### src/hw/rtl/hbridge_motor_protect_controller_top_defines.svh
// Assertion macros for the H-bridge motor protection controller.
// Included by files that carry concurrent checks; needs clock and reset in scope.
`ifndef HBRIDGE_MOTOR_PROTECT_CONTROLLER_TOP_DEFINES_SVH
`define HBRIDGE_MOTOR_PROTECT_CONTROLLER_TOP_DEFINES_SVH

// Same-cycle implication, sampled on the rising clock edge outside reset.
`define HMPC_ASSERT_NOW(label, ante, cons) \
   label: assert property (@(posedge clock) disable iff (reset) (ante) |-> (cons)) \
      else $error("hmpc check failed");

// Next-cycle implication, sampled on the rising clock edge outside reset.
`define HMPC_ASSERT_NEXT(label, ante, cons) \
   label: assert property (@(posedge clock) disable iff (reset) (ante) |=> (cons)) \
      else $error("hmpc check failed");

`endif

### src/hw/rtl/hmpc_pkg.sv
// Shared types, codes and constants for the H-bridge motor protection controller.
// No dependencies; imported by every module of the block.
package hmpc_pkg;

   localparam logic [2:0] OP_TICK      = 3'd0;
   localparam logic [2:0] OP_FORWARD   = 3'd1;
   localparam logic [2:0] OP_REVERSE   = 3'd2;
   localparam logic [2:0] OP_STOP      = 3'd3;
   localparam logic [2:0] OP_CLEAR_OC  = 3'd4;
   localparam logic [2:0] OP_CLEAR_EMR = 3'd5;

   localparam logic [2:0] MODE_STOP = 3'd0;
   localparam logic [2:0] MODE_FWD  = 3'd1;
   localparam logic [2:0] MODE_REV  = 3'd2;
   localparam logic [2:0] MODE_OVER = 3'd3;
   localparam logic [2:0] MODE_EMER = 3'd4;

   localparam logic [2:0] CSR_RUN_SPEED     = 3'd0;
   localparam logic [2:0] CSR_START_DUTY    = 3'd1;
   localparam logic [2:0] CSR_RAMP_STEP     = 3'd2;
   localparam logic [2:0] CSR_RAMP_INTERVAL = 3'd3;
   localparam logic [2:0] CSR_DEAD_TIME     = 3'd4;
   localparam logic [2:0] CSR_SENSOR_OFFSET = 3'd5;
   localparam logic [2:0] CSR_CURRENT_LIMIT = 3'd6;
   localparam logic [2:0] CSR_OC_HOLD       = 3'd7;

   localparam int CSR_INDEX_W = 3;
   localparam int CSR_DATA_W  = 16;

   localparam int START_WINDOW_MS_DEF = 500;
   localparam int TRIP_LIMIT_DEF      = 3;

   localparam logic [2:0]  DIAG_CONFIRM_MS = 3'd6;
   localparam logic [3:0]  CHECK_PERIOD_MS = 4'd10;
   localparam logic [15:0] TRIP_WINDOW_MS  = 16'd60000;

   typedef struct packed {
      logic [7:0]  run_speed;
      logic [7:0]  start_duty;
      logic [7:0]  ramp_step;
      logic [15:0] ramp_interval_ms;
      logic [15:0] dead_time_ms;
      logic [11:0] sensor_offset;
      logic [11:0] current_limit;
      logic [15:0] overcurrent_hold_ms;
   } hmpc_cfg_type;

   typedef struct packed {
      logic [2:0]  operation;
      logic        diag_level;
      logic [11:0] current_sample;
   } hmpc_req_type;

   typedef struct packed {
      logic [7:0] pwm_duty;
      logic       drive_a;
      logic       drive_b;
      logic [2:0] motor_state;
      logic       fault_led;
      logic       hard_fault;
      logic       emergency_active;
   } hmpc_rsp_type;

endpackage

### src/hw/rtl/hmpc_req_if.sv
// Command channel: one word per 1 ms tick or command, with diag level and current sample.
// No dependencies.
interface hmpc_req_if;
   logic        valid;
   logic        ready;
   logic [2:0]  operation;
   logic        diag_level;
   logic [11:0] current_sample;

   modport source (output valid, output operation, output diag_level,
                   output current_sample, input ready);
   modport sink   (input valid, input operation, input diag_level,
                   input current_sample, output ready);
endinterface

### src/hw/rtl/hmpc_rsp_if.sv
// Result channel: bridge drive, duty and fault status, one word per command word.
// No dependencies.
interface hmpc_rsp_if;
   logic       valid;
   logic       ready;
   logic [7:0] pwm_duty;
   logic       drive_a;
   logic       drive_b;
   logic [2:0] motor_state;
   logic       fault_led;
   logic       hard_fault;
   logic       emergency_active;

   modport source (output valid, output pwm_duty, output drive_a, output drive_b,
                   output motor_state, output fault_led, output hard_fault,
                   output emergency_active, input ready);
   modport sink   (input valid, input pwm_duty, input drive_a, input drive_b,
                   input motor_state, input fault_led, input hard_fault,
                   input emergency_active, output ready);
endinterface

### src/hw/rtl/hmpc_csr.sv
// Configuration register file of the motor protection controller.
// Depends on hmpc_pkg.
module hmpc_csr
   import hmpc_pkg::*;
(
   input  logic                   clock,
   input  logic                   reset,
   input  logic                   csr_wr_en,
   input  logic [CSR_INDEX_W-1:0] csr_index,
   input  logic [CSR_DATA_W-1:0]  csr_wdata,
   output hmpc_cfg_type           cfg
);

   hmpc_cfg_type cfg_ff, cfg_in;

   always_comb begin
      cfg_in = cfg_ff;
      if (csr_wr_en) begin
         unique case (csr_index)
            CSR_RUN_SPEED:     cfg_in.run_speed           = csr_wdata[7:0];
            CSR_START_DUTY:    cfg_in.start_duty          = csr_wdata[7:0];
            CSR_RAMP_STEP:     cfg_in.ramp_step           = csr_wdata[7:0];
            CSR_RAMP_INTERVAL: cfg_in.ramp_interval_ms    = csr_wdata;
            CSR_DEAD_TIME:     cfg_in.dead_time_ms        = csr_wdata;
            CSR_SENSOR_OFFSET: cfg_in.sensor_offset       = csr_wdata[11:0];
            CSR_CURRENT_LIMIT: cfg_in.current_limit       = csr_wdata[11:0];
            CSR_OC_HOLD:       cfg_in.overcurrent_hold_ms = csr_wdata;
            default:           cfg_in = cfg_ff;
         endcase
      end
   end

   always_ff @(posedge clock) begin
      if (reset) begin
         cfg_ff.run_speed           <= 8'd255;
         cfg_ff.start_duty          <= 8'd64;
         cfg_ff.ramp_step           <= 8'd8;
         cfg_ff.ramp_interval_ms    <= 16'd20;
         cfg_ff.dead_time_ms        <= 16'd100;
         cfg_ff.sensor_offset       <= 12'd0;
         cfg_ff.current_limit       <= 12'd1000;
         cfg_ff.overcurrent_hold_ms <= 16'd100;
      end else begin
         cfg_ff <= cfg_in;
      end
   end

   assign cfg = cfg_ff;

endmodule

### src/hw/rtl/hmpc_core.sv
// Control state and per-word update: direction, dead time, soft start, diag and overcurrent.
// Depends on hmpc_pkg; stepped by the top level once per command word.
module hmpc_core
   import hmpc_pkg::*;
#(
   parameter int START_WINDOW_MS = START_WINDOW_MS_DEF,
   parameter int TRIP_LIMIT      = TRIP_LIMIT_DEF
) (
   input  logic         clock,
   input  logic         reset,
   input  logic         step_en,
   input  hmpc_req_type item,
   input  hmpc_cfg_type cfg,
   output hmpc_rsp_type result
);

   localparam logic [15:0] START_WINDOW = 16'(START_WINDOW_MS);
   localparam logic [2:0]  TRIP_MAX     = 3'(TRIP_LIMIT);

   typedef struct packed {
      logic [2:0]  mode_now;
      logic [1:0]  mode_wanted;
      logic        emergency_flag;
      logic        pwm_gated;
      logic [7:0]  duty_now;
      logic [2:0]  diag_low_ms;
      logic [15:0] dead_elapsed_ms;
      logic        dead_wait;
      logic [15:0] ramp_elapsed_ms;
      logic [15:0] run_elapsed_ms;
      logic [3:0]  check_elapsed_ms;
      logic [15:0] over_elapsed_ms;
      logic        over_active;
      logic [15:0] window_elapsed_ms;
      logic        window_active;
      logic [2:0]  trip_count;
      logic        hard_fault_latch;
      logic        led_on;
   } hmpc_state_type;

   hmpc_state_type st_ff, st_in;

   always_comb begin
      logic        diag_t;
      logic        tick_done;
      logic [2:0]  dir;
      logic [2:0]  opposite;
      logic [8:0]  sum;
      logic [11:0] net;
      logic [13:0] lhs;
      logic [13:0] rhs;
      logic        running;
      logic        live;

      st_in     = st_ff;
      diag_t    = item.diag_level;
      tick_done = 1'b0;
      dir       = MODE_FWD;
      opposite  = MODE_REV;
      sum       = '0;
      net       = '0;
      lhs       = '0;
      rhs       = '0;

      // diag line is sampled on every word unless it is driving the LED
      if (!item.diag_level && !st_ff.led_on) begin
         st_in.emergency_flag = 1'b1;
         st_in.pwm_gated      = 1'b1;
      end

      unique case (item.operation)
         OP_TICK: begin
            if (st_in.dead_elapsed_ms != '1)   st_in.dead_elapsed_ms   += 16'd1;
            if (st_in.ramp_elapsed_ms != '1)   st_in.ramp_elapsed_ms   += 16'd1;
            if (st_in.run_elapsed_ms != '1)    st_in.run_elapsed_ms    += 16'd1;
            if (st_in.check_elapsed_ms != '1)  st_in.check_elapsed_ms  += 4'd1;
            if (st_in.over_elapsed_ms != '1)   st_in.over_elapsed_ms   += 16'd1;
            if (st_in.window_elapsed_ms != '1) st_in.window_elapsed_ms += 16'd1;

            if (st_in.led_on) diag_t = 1'b0;
            if (st_in.emergency_flag) begin
               if (diag_t) begin
                  st_in.emergency_flag = 1'b0;
                  st_in.diag_low_ms    = '0;
               end else if (st_in.diag_low_ms == '0) begin
                  st_in.diag_low_ms = 3'd1;
               end else begin
                  if (st_in.diag_low_ms != '1) st_in.diag_low_ms += 3'd1;
                  // confirm the emergency and end this tick
                  if (st_in.diag_low_ms >= DIAG_CONFIRM_MS && st_in.mode_now != MODE_EMER) begin
                     st_in.mode_now = MODE_EMER;
                     tick_done      = 1'b1;
                  end
               end
            end else begin
               st_in.diag_low_ms = '0;
            end

            if (!tick_done) begin
               if (st_in.mode_wanted != MODE_STOP[1:0] &&
                   st_in.mode_now != {1'b0, st_in.mode_wanted}) begin
                  if (!st_in.dead_wait || st_in.dead_elapsed_ms >= cfg.dead_time_ms) begin
                     st_in.run_elapsed_ms  = '0;
                     st_in.over_active     = 1'b0;
                     st_in.mode_now        = {1'b0, st_in.mode_wanted};
                     st_in.duty_now        = cfg.start_duty;
                     st_in.ramp_elapsed_ms = '0;
                  end
               end else if (st_in.mode_now == MODE_FWD || st_in.mode_now == MODE_REV) begin
                  if (st_in.duty_now < cfg.run_speed &&
                      st_in.ramp_elapsed_ms >= cfg.ramp_interval_ms) begin
                     st_in.ramp_elapsed_ms = '0;
                     sum = {1'b0, st_in.duty_now} + {1'b0, cfg.ramp_step};
                     st_in.duty_now = (sum < {1'b0, cfg.run_speed}) ? sum[7:0] : cfg.run_speed;
                  end

                  if (st_in.check_elapsed_ms >= CHECK_PERIOD_MS) begin
                     st_in.check_elapsed_ms = '0;
                     net = (item.current_sample > cfg.sensor_offset) ?
                           item.current_sample - cfg.sensor_offset : '0;
                     // start window: compare 2*net against 3*limit
                     if (st_in.run_elapsed_ms < START_WINDOW) begin
                        lhs = {1'b0, net, 1'b0};
                        rhs = 14'(cfg.current_limit) * 14'd3;
                     end else begin
                        lhs = {2'b00, net};
                        rhs = {2'b00, cfg.current_limit};
                     end
                     if (lhs < rhs) begin
                        st_in.over_active = 1'b0;
                     end else if (!st_in.over_active) begin
                        st_in.over_active     = 1'b1;
                        st_in.over_elapsed_ms = '0;
                     end else if (st_in.over_elapsed_ms >= cfg.overcurrent_hold_ms) begin
                        st_in.mode_now    = MODE_OVER;
                        st_in.mode_wanted = MODE_STOP[1:0];
                        st_in.duty_now    = '0;
                        st_in.led_on      = 1'b1;
                        if (!st_in.window_active ||
                            st_in.window_elapsed_ms > TRIP_WINDOW_MS) begin
                           st_in.window_active     = 1'b1;
                           st_in.window_elapsed_ms = '0;
                           st_in.trip_count        = 3'd1;
                        end else if (st_in.trip_count != '1) begin
                           st_in.trip_count += 3'd1;
                        end
                        if (st_in.trip_count > TRIP_MAX) st_in.hard_fault_latch = 1'b1;
                     end
                  end
               end
            end
         end

         OP_FORWARD, OP_REVERSE: begin
            if (item.operation == OP_REVERSE) begin
               dir      = MODE_REV;
               opposite = MODE_FWD;
            end
            if (st_in.mode_wanted != dir[1:0] &&
                st_in.mode_now != MODE_OVER && !st_in.emergency_flag) begin
               if (st_in.mode_now == opposite) begin
                  // halt the bridge before the reversal and start the dead time
                  st_in.duty_now        = '0;
                  st_in.mode_now        = MODE_STOP;
                  st_in.dead_wait       = 1'b1;
                  st_in.dead_elapsed_ms = '0;
               end else begin
                  st_in.dead_wait = 1'b0;
               end
               st_in.mode_wanted = dir[1:0];
            end
         end

         OP_STOP: begin
            st_in.duty_now    = '0;
            st_in.mode_wanted = MODE_STOP[1:0];
            if (st_in.emergency_flag)           st_in.mode_now = MODE_EMER;
            else if (st_in.mode_now != MODE_OVER) st_in.mode_now = MODE_STOP;
         end

         OP_CLEAR_OC: begin
            if (!st_in.hard_fault_latch && !st_in.emergency_flag &&
                st_in.mode_now == MODE_OVER) begin
               st_in.led_on      = 1'b0;
               st_in.mode_now    = MODE_STOP;
               st_in.over_active = 1'b0;
            end
         end

         OP_CLEAR_EMR: begin
            st_in.led_on = 1'b0;
            if (item.diag_level && !st_in.hard_fault_latch) begin
               st_in.emergency_flag = 1'b0;
               st_in.pwm_gated      = 1'b0;
               if (st_in.mode_now == MODE_EMER) st_in.mode_now = MODE_STOP;
            end
         end

         default: st_in = st_in;
      endcase

      running = (st_in.mode_now == MODE_FWD) || (st_in.mode_now == MODE_REV);
      live    = running && !st_in.pwm_gated;
      result.pwm_duty         = live ? st_in.duty_now : '0;
      result.drive_a          = live && (st_in.mode_now == MODE_FWD);
      result.drive_b          = live && (st_in.mode_now == MODE_REV);
      result.motor_state      = st_in.mode_now;
      result.fault_led        = st_in.led_on;
      result.hard_fault       = st_in.hard_fault_latch;
      result.emergency_active = st_in.emergency_flag;
   end

   always_ff @(posedge clock) begin
      if (reset) begin
         st_ff <= '0;
      end else if (step_en) begin
         st_ff <= st_in;
      end
   end

endmodule

### src/hw/rtl/hbridge_motor_protect_controller_top.sv
// H-bridge motor protection controller, top level. Depends on hmpc_pkg, hmpc_req_if,
// hmpc_rsp_if, hmpc_csr, hmpc_core and the assertion macro header.
//
// Each command word (1 ms tick or command, diag level, current sample) is registered in the
// input register and yields exactly one result word: the control update in hmpc_core then
// writes the output register. The rate is one word per cycle while the result channel is
// drained; while a result waits in the
// output register the input register takes one more word and then holds it until the
// result is drained. Configuration writes take effect on the next clock and are meant to
// be made while no word is in flight.
module hbridge_motor_protect_controller_top
   import hmpc_pkg::*;
#(
   parameter int START_WINDOW_MS = START_WINDOW_MS_DEF,
   parameter int TRIP_LIMIT      = TRIP_LIMIT_DEF
) (
   input  logic                   clock,
   input  logic                   reset,
   hmpc_req_if.sink               req_ch,
   hmpc_rsp_if.source             rsp_ch,
   input  logic                   csr_wr_en,
   input  logic [CSR_INDEX_W-1:0] csr_index,
   input  logic [CSR_DATA_W-1:0]  csr_wdata
);

`include "hbridge_motor_protect_controller_top_defines.svh"

   hmpc_cfg_type cfg;
   hmpc_req_type in_data_ff;
   hmpc_rsp_type out_data_ff;
   hmpc_rsp_type result;
   logic         in_valid_ff;
   logic         out_valid_ff;
   logic         advance;

   hmpc_csr u_csr (
      .clock     (clock),
      .reset     (reset),
      .csr_wr_en (csr_wr_en),
      .csr_index (csr_index),
      .csr_wdata (csr_wdata),
      .cfg       (cfg)
   );

   hmpc_core #(
      .START_WINDOW_MS (START_WINDOW_MS),
      .TRIP_LIMIT      (TRIP_LIMIT)
   ) u_core (
      .clock   (clock),
      .reset   (reset),
      .step_en (advance),
      .item    (in_data_ff),
      .cfg     (cfg),
      .result  (result)
   );

   // advance the held word whenever the output register is free or being drained
   assign advance      = in_valid_ff && (!out_valid_ff || rsp_ch.ready);
   assign req_ch.ready = !in_valid_ff || advance;

   always_ff @(posedge clock) begin
      if (reset) begin
         in_valid_ff  <= 1'b0;
         out_valid_ff <= 1'b0;
      end else begin
         if (req_ch.ready) in_valid_ff <= req_ch.valid;
         if (advance)           out_valid_ff <= 1'b1;
         else if (rsp_ch.ready) out_valid_ff <= 1'b0;
      end
   end

   always_ff @(posedge clock) begin
      if (req_ch.valid && req_ch.ready) begin
         in_data_ff.operation      <= req_ch.operation;
         in_data_ff.diag_level     <= req_ch.diag_level;
         in_data_ff.current_sample <= req_ch.current_sample;
      end
      if (advance) out_data_ff <= result;
   end

   assign rsp_ch.valid            = out_valid_ff;
   assign rsp_ch.pwm_duty         = out_data_ff.pwm_duty;
   assign rsp_ch.drive_a          = out_data_ff.drive_a;
   assign rsp_ch.drive_b          = out_data_ff.drive_b;
   assign rsp_ch.motor_state      = out_data_ff.motor_state;
   assign rsp_ch.fault_led        = out_data_ff.fault_led;
   assign rsp_ch.hard_fault       = out_data_ff.hard_fault;
   assign rsp_ch.emergency_active = out_data_ff.emergency_active;

   `HMPC_ASSERT_NOW(a_bridge_exclusive, out_valid_ff, !(out_data_ff.drive_a && out_data_ff.drive_b))
   `HMPC_ASSERT_NOW(a_duty_needs_drive, out_valid_ff && out_data_ff.pwm_duty != 8'd0,
                    out_data_ff.drive_a || out_data_ff.drive_b)
   `HMPC_ASSERT_NEXT(a_step_loads_output, advance, out_valid_ff)
   `HMPC_ASSERT_NEXT(a_stalled_word_held, in_valid_ff && !advance,
                     in_valid_ff && $stable(in_data_ff))

endmodule

### src/flat_wrapper.sv
// flat-port wrapper written by rule: the top's interface ports become plain ports
module hbridge_motor_protect_controller_top_flat import hmpc_pkg::*;
#(
   parameter int START_WINDOW_MS = START_WINDOW_MS_DEF,
   parameter int TRIP_LIMIT      = TRIP_LIMIT_DEF
)
  (clock, reset, csr_wr_en, csr_index, csr_wdata, req_ch_valid, req_ch_operation, req_ch_diag_level, req_ch_current_sample, req_ch_ready, rsp_ch_valid, rsp_ch_pwm_duty, rsp_ch_drive_a, rsp_ch_drive_b, rsp_ch_motor_state, rsp_ch_fault_led, rsp_ch_hard_fault, rsp_ch_emergency_active, rsp_ch_ready);
  hmpc_req_if req_ch_i ();
  hmpc_rsp_if rsp_ch_i ();
  input  logic clock;
  input  logic reset;
  input  logic csr_wr_en;
  input  logic [CSR_INDEX_W-1:0] csr_index;
  input  logic [CSR_DATA_W-1:0] csr_wdata;
  input wire logic [$bits(req_ch_i.valid)-1:0] req_ch_valid;
  input wire logic [$bits(req_ch_i.operation)-1:0] req_ch_operation;
  input wire logic [$bits(req_ch_i.diag_level)-1:0] req_ch_diag_level;
  input wire logic [$bits(req_ch_i.current_sample)-1:0] req_ch_current_sample;
  output wire logic [$bits(req_ch_i.ready)-1:0] req_ch_ready;
  output wire logic [$bits(rsp_ch_i.valid)-1:0] rsp_ch_valid;
  output wire logic [$bits(rsp_ch_i.pwm_duty)-1:0] rsp_ch_pwm_duty;
  output wire logic [$bits(rsp_ch_i.drive_a)-1:0] rsp_ch_drive_a;
  output wire logic [$bits(rsp_ch_i.drive_b)-1:0] rsp_ch_drive_b;
  output wire logic [$bits(rsp_ch_i.motor_state)-1:0] rsp_ch_motor_state;
  output wire logic [$bits(rsp_ch_i.fault_led)-1:0] rsp_ch_fault_led;
  output wire logic [$bits(rsp_ch_i.hard_fault)-1:0] rsp_ch_hard_fault;
  output wire logic [$bits(rsp_ch_i.emergency_active)-1:0] rsp_ch_emergency_active;
  input wire logic [$bits(rsp_ch_i.ready)-1:0] rsp_ch_ready;
  assign req_ch_i.valid = req_ch_valid;
  assign req_ch_i.operation = req_ch_operation;
  assign req_ch_i.diag_level = req_ch_diag_level;
  assign req_ch_i.current_sample = req_ch_current_sample;
  assign req_ch_ready = req_ch_i.ready;
  assign rsp_ch_valid = rsp_ch_i.valid;
  assign rsp_ch_pwm_duty = rsp_ch_i.pwm_duty;
  assign rsp_ch_drive_a = rsp_ch_i.drive_a;
  assign rsp_ch_drive_b = rsp_ch_i.drive_b;
  assign rsp_ch_motor_state = rsp_ch_i.motor_state;
  assign rsp_ch_fault_led = rsp_ch_i.fault_led;
  assign rsp_ch_hard_fault = rsp_ch_i.hard_fault;
  assign rsp_ch_emergency_active = rsp_ch_i.emergency_active;
  assign rsp_ch_i.ready = rsp_ch_ready;
  hbridge_motor_protect_controller_top #(.START_WINDOW_MS(START_WINDOW_MS), .TRIP_LIMIT(TRIP_LIMIT)) u_core (.clock(clock), .reset(reset), .req_ch(req_ch_i), .rsp_ch(rsp_ch_i), .csr_wr_en(csr_wr_en), .csr_index(csr_index), .csr_wdata(csr_wdata));
endmodule
### config.mk
export PLATFORM = sky130hd
export DESIGN_NAME = hbridge_motor_protect_controller_top_flat
export DESIGN_NICKNAME = d
export VERILOG_FILES = /design/src/hw/rtl/hmpc_pkg.sv /design/src/hw/rtl/hmpc_req_if.sv /design/src/hw/rtl/hmpc_rsp_if.sv /design/src/hw/rtl/hmpc_csr.sv /design/src/hw/rtl/hmpc_core.sv /design/src/hw/rtl/hbridge_motor_protect_controller_top.sv /design/src/flat_wrapper.sv
export VERILOG_INCLUDE_DIRS = /design/src /design/src/hw/rtl
export SDC_FILE = /design/constraint.sdc
export NUM_CORES = 1
export LEC_CHECK = 0
export ABC_AREA = 1
export BUFFER_PORTS_ARGS = -buffer_cell sky130_fd_sc_hd__clkbuf_2
export CORE_MARGIN = 4
export CORE_UTILIZATION = 43
export DETAILED_ROUTE_END_ITERATION = 6
export PLACE_DENSITY = 0.69
export SETUP_SLACK_MARGIN = 0.05
export SLEW_MARGIN = 20
export SYNTH_ARGS = -nofsm -noshare
export SYNTH_HDL_FRONTEND = slang
export SYNTH_SLANG_ARGS = --single-unit
### constraint.sdc
create_clock -name clock -period 5.3 [get_ports clock]
set_input_delay 0.795 -clock clock [delete_from_list [all_inputs] [get_ports clock]]
set_output_delay 0.795 -clock clock [all_outputs]
set_load 0.02 [all_outputs]
==> metrics.csv <==
stage,metric,value,unit
floorplan,Die Area,38500,um^2
placed_design,Routability Congestion,0.914,
final_layout,area of the multi-input gates,8750,um^2
clock_tree,postcts setup bufs,0,
final_layout,Final Net Count,2395,
global_routing,vias in the first global route,13600,
global_routing,GRT Resource Usage Total,0.202,
yosys,Post-synth EDFFs,32,
critical_path,Worst path max stage delay,0.37,ns
final_layout,register area,5120,um^2
yosys,Synth area leader,dfxtp_1,
global_routing,most used routing layer,met2,
floorplan,IO Pins,58,
clock_tree,H-tree Lvls,1,
timing,Final Hold Viols,0,
timing,RSZ-0062 raised after global routing,no,
critical_path,Buf/Inv on CP,1,
global_routing,met1 Use GR,0.276,
routing,DRC errors left,0,
yosys,Yosys warning count,0,
routing,post-route ant nets,0,
yosys,Post-synth top cells,"nand2_1, inv_1, a21oi_1, nor2_1, dfxtp_1",
power_and_ir_drop,Peak VDD IR,0.000228,V
yosys,"count leader, synth",nand2_1,
routing,DRT Pass-1 Iters,6,
global_routing,met2 track demand over resource,0.349,
placed_design,Detail Placement HPWL,28200,um
yosys,cell area after synthesis,15200,um^2
floorplan,Die Height,196,um
timing,final worst-path cycle share,0.893,
yosys,"Avg Cell Area, Syn",6.86,um^2
final_layout,share of cells above drive strength 1,0.0611,
timing,setup violators final,0,
global_routing,grt met3 use,0.0191,
critical_path,Crit Path Max Fanout,30,
timing,Setup TNS Final,0,ns
global_routing,initial antenna violation count,0,
global_routing,first-pass GRT wire length,66400,um
clock_tree,CTS Root Cell,clkbuf_16,
clock_tree,clock sink total,240,
floorplan,core area,34700,um^2
timing,Worst-Margin Slew,0.945,ns
critical_path,CP dominant cell by count,nand2_1,
critical_path,crit path DAT,5.01,ns
routing,vias per std cell,5.33,
final_layout,# diodes,0,
yosys,synthesized flop and latch total,240,
yosys,post-synth top area share,0.274,
floorplan,num rows,68,
floorplan,initial core utilization,0.439,
clock_tree,Max Buffers Root-to-Sink,3,
clock_tree,clk slew on worst S/H paths,0.06,ns
global_routing,largest net degree at the start of global routing,82,
final_layout,final core utilization,0.483,
power_and_ir_drop,pwr dens,257,nW/um^2
critical_path,Worst EP required,5.58,ns
routing,drt wl/cell,14.6,um
yosys,async set or reset register ratio after synthesis,0,
clock_tree,TritonCTS clock tree,yes,
routing,DRT iter0 DRCs,1037,
clock_tree,clk_lat worst skew,0.54,ns
timing,Max Clock Freq,0.211,GHz
routing,Via Count,14500,
global_routing,grt total ovfl,0,
floorplan,die width,196,um
yosys,Mapped Nets,2376,
yosys,Syn Inst Count,2218,
job,max_cap viols,0,
run_status,status,completed,
critical_path,Worst setup EP type,flop,
critical_path,Critical Path Start Type,flop,
final_layout,fillers,3521,
final_layout,P&R area growth vs syn,10.1,%
yosys,most area-consuming cells after synthesis,"dfxtp_1, nand2_1, ha_1",
timing,Final Critical Period,4.73,ns
timing,Slew Limit Headroom,0.370,
placed_design,IO Port Bufs,57,
timing,max-slew violation count,0,
critical_path,Setup CP Type,reg -> reg,
critical_path,Top delay family on crit path,simple AND/OR/NAND/NOR gates,
critical_path,CP max stage cell,dfxtp_1,
power_and_ir_drop,leakage,0.00701,uW
yosys,register area share after synthesis,0.337,
timing,Final Skew,0.0111,ns
min_path,worst min-delay path class,in -> reg,
clock_tree,Num CTS Buffers,27,
yosys,Netlist cell types,53,
yosys,"Top FF cell, synth",dfxtp_1,
routing,drt total wl,39500,um
==> per-stage QoR <==
step	hold WS [ns]	total power [uW]	cell area [um^2]	setup WS, ns	std cells
6_report	0.432	4320	16800	0.565	2712
4_1_cts	0.412	4350	16800	0.491	2712
5_1_grt	0.415	4510	16800	0.0520	2712
3_5_place_dp	0.451	2460	15900	0.512	2663
3_3_place_gp	0.441	2450	15900	0.660	2663
2_1_floorplan	0.430	2320	15200	1.13	2218
==> metal layers <==
layer	vias to the layer above	wire length [um]
li1	7445	-
met1	6653	18700
met2	314	18500
met3	46	1660
met4	0	629
met5	-	0
==> area by class of cell <==
class	count	area share
Clock buffer	40	0.0456
Clock inverter	9	0.00731
Inverter	286	0.0640
Multi-Input combinational cell	1616	0.522
Sequential cell	240	0.306
Tap cell	455	0.0339
Timing Repair Buffer	66	0.0219
==> report_power, final <==
group          switching [uW]  internal [uW]
Combinational             332            165
Clock                     753           1140
Sequential               35.2           1890
==> cells in the final DEF (no fill, tap or decap), types with 3 or more instances in the layout <==
cell       count
a211oi_1       6
a21boi_0      11
a21o_1         4
a21oi_1      268
a31oi_1        9
buf_4          9
bufinv_16      3
clkbuf_1       9
clkbuf_16     27
clkbuf_2      56
clkbuf_8       4
clkinv_2       5
dfxtp_1      208
edfxtp_1      32
fa_1           3
ha_1         115
inv_1        280
inv_2          5
nand2_1      449
nand2_2        7
nand3_1      143
nand3b_1       6
nand4_1       22
nor2_1       211
nor2_2         5
nor2_4         4
nor3_1        45
nor4_1         6
o211ai_1      27
o21a_1         6
o21ai_0      173
o21ai_1        3
o21bai_1       6
o221ai_1       5
o22ai_1        4
or2_2          4
xnor2_1       23
xor2_1        29
==> what timing repair did <==
action	CTS	global route
gates resized for setup	0	5
setup endpoints to repair	0	25
hold buffers	0	0
==> cell families (layout without fill, tap and decap cells) <==
family                     count (synthesis)  after routing  share of synthesized area
and+or+nand+nor                          912            912                      0.254
AOI/OAI and AO/OA                        532            532                      0.190
buffers and inverters                    362            401                     0.0902
DFF                                      240            240                      0.337
adders and majority gates                118            118                     0.0985
xor gates and xnor gates                  52             52                     0.0299
muxes                                      2              2                    0.00131
==> final timing paths <==
| check | start | to | slack (ns) | cells after the start |
|---|---|---|---|---|
| min reg2reg | u_core.u_core.st_ff[5]$_SDFFE_PP0P_ | u_core.u_core.st_ff[5]$_SDFFE_PP0P_ | 0.46 | 2 |
| max | u_core.u_core.st_ff[43]$_SDFFE_PP0P_ | u_core.rsp_ch.pwm_duty[7]$_SDFFCE_PN0P_ | 0.57 | 28 |
| max reg2reg | u_core.u_core.st_ff[43]$_SDFFE_PP0P_ | u_core.rsp_ch.pwm_duty[7]$_SDFFCE_PN0P_ | 0.57 | 28 |
| min | req_ch_current_sample[7] | u_core.in_data_ff[7]$_DFFE_PP_ | 0.43 | 1 |
==> registers in the layout, summed over array words and instances (netlist names), 3 cells and up <==
signal and count:
u_core.in_data_ff 16, u_core.rsp_ch.motor_state 3, u_core.rsp_ch.pwm_duty 8, u_core.u_core.st_ff 110
u_core.u_csr.cfg 96
Note: power is estimated with default switching activity, not from simulation.
